`src/debounce_and_pulse_timers_assert.svh`:
```
// Assertion macros shared by the timer block.
`ifndef DEBOUNCE_AND_PULSE_TIMERS_ASSERT_SVH
`define DEBOUNCE_AND_PULSE_TIMERS_ASSERT_SVH

// Same-cycle implication, disabled while in reset.
`define DPT_ASSERT_NOW(label, ante, cons, msg) \
  label: assert property (@(posedge clk) disable iff (rst) (ante) |-> (cons)) \
    else $error(msg);

// Next-cycle implication, disabled while in reset.
`define DPT_ASSERT_NEXT(label, ante, cons, msg) \
  label: assert property (@(posedge clk) disable iff (rst) (ante) |=> (cons)) \
    else $error(msg);

`endif

```
`src/dpt_pkg.sv`:
```
package dpt_pkg;

  localparam logic [1:0] ACT_TICK      = 2'd0;
  localparam logic [1:0] ACT_START_LED = 2'd1;
  localparam logic [1:0] ACT_FIRE      = 2'd2;
  localparam logic [1:0] ACT_SET_OFF   = 2'd3;

  localparam logic [1:0] REG_PRESS   = 2'd0;
  localparam logic [1:0] REG_RELEASE = 2'd1;
  localparam logic [1:0] REG_FLASH   = 2'd2;

  localparam logic [7:0] PRESS_RESET   = 8'd10;
  localparam logic [7:0] RELEASE_RESET = 8'd20;
  localparam logic [7:0] FLASH_RESET   = 8'd6;

  typedef struct packed {
    logic [1:0]  action;
    logic        button_level;
    logic [15:0] led_duration_ms;
    logic [31:0] off_interval_ms;
  } in_t;

  typedef struct packed {
    logic        led_on;
    logic        flash_on;
    logic        button_pressed;
    logic [31:0] press_duration_ms;
    logic [31:0] off_remaining_ms;
  } out_t;

endpackage

```
`src/debounce_and_pulse_timers.sv`:
```
// A result beat is registered into the output register, or into the skid entry while that is held.
// Throughput: one input beat per cycle; timer and debounce updates are a single
// pass of short logic (decrements/increments up to 32 bits) into the state regs. Under output
// stall the skid entry takes one more beat, then input stalls until it drains.
// Reset (rst, sync, active high) clears all timers, the LED and flash outputs,
// the debounced level and press count; registers reload 10 / 20 / 6.
module debounce_and_pulse_timers (
  input  logic             clk,
  input  logic             rst,
  input  logic             in_valid,
  output logic             in_stall,
  input  dpt_pkg::in_t     in_data,
  output logic             out_valid,
  input  logic             out_stall,
  output dpt_pkg::out_t    out_data,
  input  logic             cfg_write,
  input  logic [1:0]       cfg_index,
  input  logic [7:0]       cfg_data
);

  // configuration registers
  logic [7:0] press_ticks;
  logic [7:0] release_ticks;
  logic [7:0] flash_ticks;

  // timer / debounce state
  logic [15:0] led_remaining,   led_remaining_next;
  logic        led_level,       led_level_next;
  logic [7:0]  flash_remaining, flash_remaining_next;
  logic [31:0] off_remaining,   off_remaining_next;
  logic        debounced,       debounced_next;
  logic [7:0]  stable_cnt,      stable_cnt_next;
  logic [31:0] press_dur,       press_dur_next;

  // output side: result register plus one skid entry
  logic          skid_valid;
  dpt_pkg::out_t skid_data;
  dpt_pkg::out_t result;

  logic accept;
  logic out_take;
  logic out_free;

  assign in_stall = skid_valid;
  assign accept   = in_valid && !in_stall;
  assign out_take = out_valid && !out_stall;
  assign out_free = out_take || !out_valid;

  always_ff @(posedge clk) begin
    if (rst) begin
      press_ticks   <= dpt_pkg::PRESS_RESET;
      release_ticks <= dpt_pkg::RELEASE_RESET;
      flash_ticks   <= dpt_pkg::FLASH_RESET;
    end else if (cfg_write) begin
      case (cfg_index)
        dpt_pkg::REG_PRESS:   press_ticks   <= cfg_data;
        dpt_pkg::REG_RELEASE: release_ticks <= cfg_data;
        dpt_pkg::REG_FLASH:   flash_ticks   <= cfg_data;
        default: ;  // index past the list: dropped
      endcase
    end
  end

  // Next state for one beat. Tick order: LED, flash, off countdown, debounce.
  always_comb begin
    logic [7:0] reload_same;
    logic [7:0] reload_flip;
    led_remaining_next   = led_remaining;
    led_level_next       = led_level;
    flash_remaining_next = flash_remaining;
    off_remaining_next   = off_remaining;
    debounced_next       = debounced;
    stable_cnt_next      = stable_cnt;
    press_dur_next       = press_dur;
    // countdown reload for the current level and for the opposite one
    reload_same = debounced ? release_ticks : press_ticks;
    reload_flip = debounced ? press_ticks : release_ticks;
    case (in_data.action)
      dpt_pkg::ACT_TICK: begin
        if (led_remaining != 16'd0) begin
          led_remaining_next = led_remaining - 16'd1;
          if (led_remaining == 16'd1) begin
            led_level_next = 1'b0;
          end
        end
        if (flash_remaining != 8'd0) begin
          flash_remaining_next = flash_remaining - 8'd1;
        end
        if (off_remaining != 32'd0) begin
          off_remaining_next = off_remaining - 32'd1;
        end
        if (in_data.button_level == debounced) begin
          // stable: reload and count pressed time, saturating
          stable_cnt_next = reload_same;
          if (debounced && press_dur != 32'hFFFF_FFFF) begin
            press_dur_next = press_dur + 32'd1;
          end
        end else begin
          press_dur_next = 32'd0;
          // countdown of 0 or 1 flips right away, no wrap
          if (stable_cnt <= 8'd1) begin
            debounced_next  = in_data.button_level;
            stable_cnt_next = reload_flip;
          end else begin
            stable_cnt_next = stable_cnt - 8'd1;
          end
        end
      end
      dpt_pkg::ACT_START_LED: begin
        // duration 0 leaves the counter idle, so the LED stays on
        led_remaining_next = in_data.led_duration_ms;
        led_level_next     = 1'b1;
      end
      dpt_pkg::ACT_FIRE: begin
        // a pulse length of 0 still gives a one-tick pulse
        flash_remaining_next = (flash_ticks != 8'd0) ? flash_ticks : 8'd1;
      end
      default: begin
        off_remaining_next = in_data.off_interval_ms;
      end
    endcase
  end

  always_comb begin
    result.led_on            = led_level_next;
    result.flash_on          = (flash_remaining_next != 8'd0);
    result.button_pressed    = debounced_next;
    result.press_duration_ms = debounced_next ? press_dur_next : 32'd0;
    result.off_remaining_ms  = off_remaining_next;
  end

  always_ff @(posedge clk) begin
    if (rst) begin
      led_remaining   <= 16'd0;
      led_level       <= 1'b0;
      flash_remaining <= 8'd0;
      off_remaining   <= 32'd0;
      debounced       <= 1'b0;
      stable_cnt      <= dpt_pkg::PRESS_RESET;
      press_dur       <= 32'd0;
    end else if (accept) begin
      led_remaining   <= led_remaining_next;
      led_level       <= led_level_next;
      flash_remaining <= flash_remaining_next;
      off_remaining   <= off_remaining_next;
      debounced       <= debounced_next;
      stable_cnt      <= stable_cnt_next;
      press_dur       <= press_dur_next;
    end
  end

  // Output control. Skid fills only when the result register is held.
  always_ff @(posedge clk) begin
    if (rst) begin
      out_valid  <= 1'b0;
      skid_valid <= 1'b0;
    end else if (out_free) begin
      if (skid_valid) begin
        out_valid  <= 1'b1;
        skid_valid <= 1'b0;
      end else begin
        out_valid <= accept;
      end
    end else if (accept) begin
      skid_valid <= 1'b1;
    end
  end

  always_ff @(posedge clk) begin
    if (out_free) begin
      if (skid_valid) begin
        out_data <= skid_data;
      end else if (accept) begin
        out_data <= result;
      end
    end else if (accept) begin
      skid_data <= result;
    end
  end

`include "debounce_and_pulse_timers_assert.svh"

  `DPT_ASSERT_NOW(a_skid_behind_out, skid_valid, out_valid, "skid holds a beat with no result")
  `DPT_ASSERT_NEXT(a_skid_fill, accept && out_valid && out_stall, skid_valid, "stalled beat lost")
  `DPT_ASSERT_NOW(a_led_level, led_remaining != 16'd0, led_level, "LED off while timer runs")
  `DPT_ASSERT_NOW(a_press_clear, !debounced, press_dur == 32'd0, "press count while released")
  `DPT_ASSERT_NEXT(a_cnt_hold, !accept, $stable(stable_cnt), "debounce count moved without beat")

endmodule

```
`config.mk`:
```
export PLATFORM = sky130hd
export DESIGN_NAME = debounce_and_pulse_timers
export DESIGN_NICKNAME = d
export VERILOG_FILES = /design/src/dpt_pkg.sv /design/src/debounce_and_pulse_timers.sv
export VERILOG_INCLUDE_DIRS = /design/src /design/src/src
export SDC_FILE = /design/constraint.sdc
export NUM_CORES = 1
export LEC_CHECK = 0
export BUFFER_PORTS_ARGS = -buffer_cell sky130_fd_sc_hd__buf_2
export CAP_MARGIN = 10
export CORE_UTILIZATION = 24
export CTS_CLUSTER_SIZE = 28
export DETAILED_ROUTE_END_ITERATION = 8
export PLACE_DENSITY = 0.37
export SETUP_SLACK_MARGIN = 0.1
export SLEW_MARGIN = 20
export SYNTH_ARGS = -nofsm -noshare
export SYNTH_HDL_FRONTEND = slang
export SYNTH_SLANG_ARGS = --single-unit
```
`constraint.sdc`:
```
create_clock -name clk -period 12.3 [get_ports clk]
set_input_delay 1.845 -clock clk [delete_from_list [all_inputs] [get_ports clk]]
set_output_delay 1.845 -clock clk [all_outputs]
set_load 0.01 [all_outputs]
```
# --- After elaboration in Yosys (flattened, before gate mapping) ---
# Cells that the tools add are included.
classes:
  muxes: 24
  n_reduce_logical: 25
  n_eq_ne: 8
  n_bitwise: 1
  addsub: 5
  n_lt_le_gt_ge: 1
op_table:
  columns: ["op", "count"]
  rows:
  - ["$mux W32", 5]
  - ["$mux W67", 2]
  - ["$pmux W32 S2", 1]
  - ["$mux W8", 6]
  - ["$add A32 B1 Y32 const B", 1]
  - ["$ne A32 B32 Y1 const B", 1]
  - ["$pmux W16 S2", 1]
  - ["$reduce_bool A32 Y1", 1]
  - ["$sub A32 B1 Y32 const B", 1]
  - ["$reduce_bool A8 Y1", 3]
  - ["$eq A16 B1 Y1 const B", 1]
  - ["$mux W16", 1]
  - ["$pmux W8 S2", 1]
  - ["$reduce_bool A16 Y1", 1]
  - ["$sub A16 B1 Y16 const B", 1]
  - ["$sub A8 B1 Y8 const B", 2]
  - ["$reduce_and A2 Y1", 6]
  - ["$le A8 B1 Y1 const B", 1]
  - ["$mux W1", 6]
  - ["$eq A2 B1 Y1 const B", 2]
  - ["$eq A2 B2 Y1 const B", 2]
  - ["$logic_not A2 Y1", 2]
  - ["$reduce_bool A2 Y1", 2]
  - ["$reduce_or A2 Y1", 2]
  - ["other kinds (8)", 12]
totals:
  input_bits: 66
  elab_cells: 86
  out_inout_bits: 69
  register_bits: 258

# --- Logic depth before layout (Yosys ltp) ---
# Gate-level depths: netlist (run 1).
logic_depth:
  ltp_word: 8
  depth_mapped: 11

# --- Worst setup path before layout (run 1) ---
# Ideal clock, no wire load.
synth_path:
  path_kind: "input-to-reg"
  from: "in in_valid"
  to: "reg out_data[0] (netlist bit) (enable)"
  arrival_time_ps: 5172
  path_buffers: 0
  stages: 2
  slack_ps: 6614
  path_cell_list: "nor2_1 a21oi_1"
synth_via:
  elab_chain_cells: 3
synth_lines:
  columns: ["element", "line", "text"]
  rows:
  - ["start: declaration", "debounce_and_pulse_timers.sv:10", "input logic in_valid,"]
  - ["$logic_and A1 B1 Y1", "debounce_and_pulse_timers.sv:45", "assign accept = in_valid && !in_stall;"]
  - ["$reduce_bool A2 Y1 (no source line)", null, null]
  - ["$reduce_and A2 Y1 (no source line)", null, null]
  - ["end signal: assignment", "debounce_and_pulse_timers.sv:172", "out_data <= skid_data;"]
  - ["end signal: assignment", "debounce_and_pulse_timers.sv:174", "out_data <= result;"]
  - ["end: declaration", "debounce_and_pulse_timers.sv:15", "output dpt_pkg::out_t out_data,"]
# Every way passes these cells.
# A chain may end at the register's enable or synchronous reset.

# --- Final worst setup path (run 1) ---
layout_path:
  from: "in in_data[50] (netlist bit)"
  to: "reg out_data[56] (netlist bit) (data pin)"
layout_via:
  elab_chain_cells: 5
  elab_cells_between_ends: 6
  cone_classes: "5 x mux; 1 x reduce/logical"
layout_lines:
  columns: ["element", "line", "text"]
  rows:
  - ["start: declaration", "debounce_and_pulse_timers.sv:12", "input dpt_pkg::in_t in_data,"]
  - ["$logic_not A2 Y1 *", "debounce_and_pulse_timers.sv:78", "case (in_data.action)"]
  - ["$mux W32 / $mux W1 (equally long branches)", "debounce_and_pulse_timers.sv:78", null]
  - ["$mux W32 *", "debounce_and_pulse_timers.sv:128", "result.press_duration_ms = debounced_next ? press_dur_next : 32'd0;"]
  - ["$mux W67 *", "debounce_and_pulse_timers.sv:173", "end else if (accept) begin"]
  - ["$mux W67 *", "debounce_and_pulse_timers.sv:171", "if (skid_valid) begin"]
# Every way passes the cells marked *; elsewhere a longest branch is shown, timed or not. The select of a mux whose other input is x is not followed.

==> results of run 1 <==
-- through the flow --
stage / instance area (sq um) / total power, uW / instances / util [%]
global route: 16000 / 2410 / 2342 / 28.9
global placement: 15000 / 1350 / 2277 / 26.9
CTS: 16000 / 2330 / 2341 / 28.8
finish: 16000 / 2290 / 2342 / 28.9
detailed placement: 15000 / 1350 / 2277 / 26.9
floorplan: 13600 / 1220 / 1481 / -
-- cell usage after synthesis, types with 13 or more instances --
library cell	number	area share, %
nor2_1	184	5.1
nand2_1	170	4.7
edfxtp_1	134	30
dfxtp_1	124	18
clkbuf_1	91	2.5
o21ai_0	87	3.2
a21oi_1	66	2.4
nand3_1	41	1.5
nor3_1	41	1.5
a31oi_1	39	1.8
o31ai_1	35	1.9
xnor2_1	33	2.1
inv_1	32	0.89
mux2i_1	30	2.2
nor4_1	27	1.2
nand4_1	24	1.1
mux2_2	22	1.8
xor2_1	20	1.3
a211oi_1	13	0.72
and3_1	13	0.60
ha_1	13	1.2
or3_1	13	0.60
-- state kept, by name (all words and copies together), names as in the netlist, 16 cells and up --
signal,flops
out_data,67
off_remaining,32
skid_data,67
press_dur,32
led_remaining,16
-- power by group through the flow --
| stage | Combinational (uW) | Clock (uW) | Sequential [uW] |
|---|---|---|---|
| floorplan | 222 | 0 | 1000 |
| global placement | 344 | 0 | 1010 |
| detailed placement | 346 | 0 | 1010 |
| CTS | 348 | 996 | 988 |
| global route | 386 | 1030 | 993 |
| finish | 348 | 955 | 987 |
-- layer usage --
metal,global-route usage (%),share of wire (%)
met2,24.6,45
met1,23.1,49
met4,3.87,1.6
met3,2.65,4.2
met5,0,0
-- cell type report --
| type | count | area, sq um |
|---|---|---|
| well taps | 748 | 936 |
| multi-input cells | 1087 | 6590 |
| inverters | 34 | 128 |
| flip-flops and latches | 258 | 6510 |
| clock inverters | 19 | 104 |
| clock buffers | 45 | 943 |
| fillers | 6017 | 39500 |
| repair buffers | 151 | 818 |
-- worst max-delay path, stage by stage --
cell,delay (ns)
buf_2,0.12
inv_1,0.08
ha_1,0.15
buf_4,0.35
inv_1,0.55
o21ai_4,0.75
buf_4,0.39
nand2b_1,0.49
o21ai_0,0.19
-- logic make-up after synthesis --
logic type,Yosys count
simple gates,594
compound gates,375
flops,258
buf+inv,136
xor+xnor,53
mux,52
fa+ha+maj,13
-- final timing paths --
path / from / to / cells past startpoint
hold reg to reg: press_ticks[3] / press_ticks[3] / 2
hold / removal: press_ticks[3] / press_ticks[3] / 2
setup reg to reg: off_remaining[8] / out_data[9] / 6
setup / recovery: in_data[50] / out_data[56] / 9
==> impl_metrics.py, run 1 <==
metrics = {
    "timing": {
        "fin_ws_ns": 7.60,
        "worst_slew_pin_slew_ns": 1.16,
        "final_hold_viol_count": 0,
        "timing.hold.ws_ns": 0.471,
        "max_freq_mhz": 213,
        "period_minus_slack_ns": 4.70,
        "finalSetupViolCount": 0,
        "fin_tns_setup_ns": 0,
        "slew_violations": 0,
        "fin_crit_sh_pct": 38.2,
        "slew_headroom_pct": 22.1,
        "finClkSkew_ns": 0.0222,
        "rsz0062_at_grt": "false",
    },
    "synth": {
        "syn_area_per_cell_sq_um": 9.16,
        "synth_flop_cell": "edfxtp_1",
        "synth_edf_count": 134,
        "synth.distinct_cells": 77,
        "yosys_warnings": 0,
        "async_flop_share_pct": 0,
        "synthXorXnorAreaFrac_pct": 3.42,
        "ys_ff_latch": 258,
        "syn_area_sq_mm": 0.0136,
        "synth.yosys.seq_area_share_pct": 47.9,
        "syn_nets": 1560,
        "synth-compound-area-share_pct": 18.7,
        "synthSimpleGateAreaFrac_pct": 20.9,
        "synth_fa_ha_area_share_pct": 1.20,
        "muxShareOfSynthArea_pct": 4.04,
        "synth_top_family_by_area": "simple AND/OR/NAND/NOR gates",
        "synth_cells": 1481,
    },
    "global_routing": {
        "overflow": 0,
        "grt_max_degree": 70,
        "track_usage_pct": 16.0,
        "grt_pass1_vias": 11200,
        "grt_pass1_wl_microns": 70600,
        "antenna_found_initial": 1,
    },
    "placement": {
        "place.port_buffers": 134,
        "dp_hpwl_microns": 30700,
        "place_ws_ns": 6.98,
        "routabilityCongestion": 0.834,
    },
    "floorplanning": {
        "ios": 135,
        "row_count": 86,
        "core-area_sq_mm": 0.0555,
        "chipHeight_microns": 240,
        "die-area_sq_mm": 0.0575,
        "die_w_microns": 240,
        "start_util_pct": 24.4,
    },
    "clocking": {
        "path_clk_slew_ns": 0.05,
        "cts_buffer_depth": 3,
        "cts_hold_buf": 0,
        "cts_max_level": 2,
        "clock_latency_ns": 0.55,
        "cts_tree": "yes",
        "cts_resized": 0,
        "numCtsBuffers": 35,
        "clock_sinks": 258,
        "cts-root-buf": "clkbuf_16",
        "cts_setup_buffers": 0,
    },
    "power_and_ir_drop": {
        "internal-power_uw": 1620,
        "switching_share_pct": 29.5,
        "power.share.clock_pct": 41.7,
        "p_per_area_mw_per_mm2": 143,
        "combinationalPowerShare_pct": 15.2,
        "vdd_drop_max_v": 0.0000795,
        "cellLeakagePower_uw": 0.00566,
        "switchingPower_uw": 675,
        "p_seq_share_pct": 43.1,
    },
    "cells_and_area": {
        "mostFrequentLayoutCells": "nor2_1 (183), nand2_1 (170), buf_2 (134), edfxtp_1 (134), dfxtp_1 (123)",
        "drive_gt1_share_pct": 15.7,
        "final_common_cell": "nor2_1",
        "antenna_cells": 0,
        "areaGrowthSynthToFinish_pct": 18.1,
        "nNetsFinal": 1646,
    },
    "setup_path": {
        "worstSetupStartpointType": "primary input",
        "r2r_slack_ns": 8.60,
        "setup.worst_path.class": "primary input to flop",
        "required_ns": 12.56,
        "critical_path.max_fanout": 29,
        "arrival_ns": 4.97,
        "crit_path_end_kind": "flop",
    },
    "drt": {
        "remaining_drc_errors": 0,
        "viasPerCell": 5.02,
        "ant_nets": 0,
        "wirelength_microns": 46400,
        "drt-initial-drc-count": 857,
        "wire_per_inst_microns": 19.8,
        "dr.pass1.iters": 5,
        "dr_total_vias": 11700,
    },
    "worst_hold_path": {
        "worst_hold_path_type": "flop to flop",
    },
    "status": {
        "outcome": "finished, final reports clean",
    },
    "job": {
        "drv_cap": 0,
    },
}
(Power assumes the default switching activity.)
==> run 2: changes to the inputs <==
--- a/config.mk
+++ b/config.mk
@@ -11,7 +11,7 @@
 export CORE_UTILIZATION = 24
 export CTS_CLUSTER_SIZE = 28
 export DETAILED_ROUTE_END_ITERATION = 8
-export PLACE_DENSITY = 0.37
+export PLACE_DENSITY = 0.39
 export SETUP_SLACK_MARGIN = 0.1
 export SLEW_MARGIN = 20
 export SYNTH_ARGS = -nofsm -noshare
==> constraint.sdc (replaced) <==
create_clock -name clk -period 4 [get_ports clk]
set_input_delay 0.6 -clock clk [delete_from_list [all_inputs] [get_ports clk]]
set_output_delay 0.6 -clock clk [all_outputs]
set_load 0.01 [all_outputs]
==> impl_metrics.py, run 2 (synthesis gave the netlist of run 1 again) <==
metrics = {
    "drt": {
        "drt-initial-drc-count": 722,
        "wirelength_microns": 45500,
        "ant_nets": 0,
        "viasPerCell": 5.04,
        "dr_total_vias": 11900,
        "wire_per_inst_microns": 19.3,
        "remaining_drc_errors": 0,
        "dr.pass1.iters": 5,
    },
    "floorplanning": {
        "core-area_sq_mm": 0.0555,
        "die-area_sq_mm": 0.0575,
        "die_w_microns": 240,
        "row_count": 86,
        "start_util_pct": 24.4,
        "chipHeight_microns": 240,
        "ios": 135,
    },
    "cells_and_area": {
        "final_common_cell": "nor2_1",
        "top_regs": "out_data (67), skid_data (67)",
        "areaGrowthSynthToFinish_pct": 19.8,
        "drive_gt1_share_pct": 16.6,
        "nNetsFinal": 1663,
        "final_cells": 2359,
        "mostFrequentLayoutCells": "nor2_1 (183), nand2_1 (170), buf_2 (134), edfxtp_1 (134), dfxtp_1 (123)",
        "fillers": 5976,
    },
    "timing": {
        "timing.hold.ws_ns": 0.360,
        "fin_ws_ns": 0.662,
        "period_minus_slack_ns": 3.34,
        "slew_violations": 0,
        "worst_slew_pin_slew_ns": 0.983,
        "finClkSkew_ns": 0.00964,
        "final_hold_viol_count": 0,
        "max_freq_mhz": 300,
        "fin_crit_sh_pct": 83.4,
        "fin_tns_setup_ns": 0,
        "rsz0062_at_grt": "false",
        "finalSetupViolCount": 0,
        "slew_headroom_pct": 34.5,
    },
    "global_routing": {
        "antenna_found_initial": 6,
        "grt_pass1_vias": 11200,
        "grt_pass1_wl_microns": 69200,
        "overflow": 0,
        "track_usage_pct": 15.7,
        "grt_max_degree": 68,
    },
    "placement": {
        "dp_hpwl_microns": 31200,
        "place_inst": 2294,
        "routabilityCongestion": 0.883,
        "place_ws_ns": 0.671,
        "place.port_buffers": 134,
    },
    "power_and_ir_drop": {
        "p_per_area_mw_per_mm2": 451,
        "total_power_uw": 7330,
        "vdd_drop_max_v": 0.000223,
        "cellLeakagePower_uw": 0.00579,
    },
    "clocking": {
        "cts_tree": "yes",
        "cts_max_level": 2,
        "numCtsBuffers": 36,
        "cts-root-buf": "clkbuf_16",
        "cts_resized": 0,
        "clock_latency_ns": 0.54,
        "cts_hold_buf": 0,
        "path_clk_slew_ns": 0.06,
        "clock_sinks": 258,
        "cts_buffer_depth": 3,
        "cts_setup_buffers": 0,
    },
    "setup_path": {
        "worstSetupStartpointType": "flop",
        "arrival_ns": 3.62,
        "setup.worst_path.class": "flop to flop",
        "r2r_slack_ns": 0.66,
        "required_ns": 4.29,
        "critical_path.max_fanout": 9,
        "crit_path_end_kind": "flop",
    },
    "status": {
        "outcome": "finished, final reports clean",
    },
    "job": {
        "drv_cap": 0,
    },
    "worst_hold_path": {
        "worst_hold_path_type": "primary input to flop",
    },
}
==> run 2: cell count changes in the layout (fill, tap and decap cells not counted), moves of 2 or more <==
cell and delta:
buf_4 +16, clkinv_4 +2, inv_6 -4, bufinv_16 +3
clkinv_1 -3, clkbuf_16 +3
==> run 2: where the power goes <==
group | total [uW] | internal (uW) | switching, uW
clock network | 3230 | 1960 | 1260
logic | 1070 | 368 | 705
registers | 3030 | 2930 | 99.9
==> run 2: worst paths after layout <==
check | startpoint | endpoint | cells past startpoint
max | off_remaining[1] | out_data[9] | 8
max reg2reg | off_remaining[1] | out_data[9] | 8
min | cfg_data[1] | press_ticks[1] | 3
min reg2reg | press_ticks[1] | press_ticks[1] | 2
==> run 2: final cells by class <==
type	instances	area [sq um]	share of cell area, %
multi-input cells	1087	6590	40.5
flip-flops and latches	258	6510	40.0
clock buffers	48	1010	6.20
well taps	748	936	5.75
repair buffers	167	931	5.72
clock inverters	16	160	0.985
inverters	34	128	0.785
diodes	1	2.50	0.0154
==> run 2: critical path: stages (launching register included) <==
cell and delay, ns:
dfxtp_1 0.36, inv_1 0.12, ha_1 0.16, nor4b_1 0.58, nand2_1 0.40, nor4_2 0.70, nor3_1 0.09, a221o_1 0.39
mux2_2 0.28
==> run 2: layer usage <==
metal / track usage [%] / wire length (microns) / up-vias
met5: 0 / 81 / -
met4: 4.55 / 1000 / 12
met3: 3.73 / 2850 / 76
met2: 24.0 / 20100 / 310
met1: 21.8 / 21500 / 5750
li1: - / - / 5738
==> run 2: through the flow <==
step,area [sq um],utilization (%)
finish,16300,29.3
global route,16300,29.3
CTS,16300,29.3
detailed placement,15100,27.2
global placement,15100,27.2
floorplan,13600,-
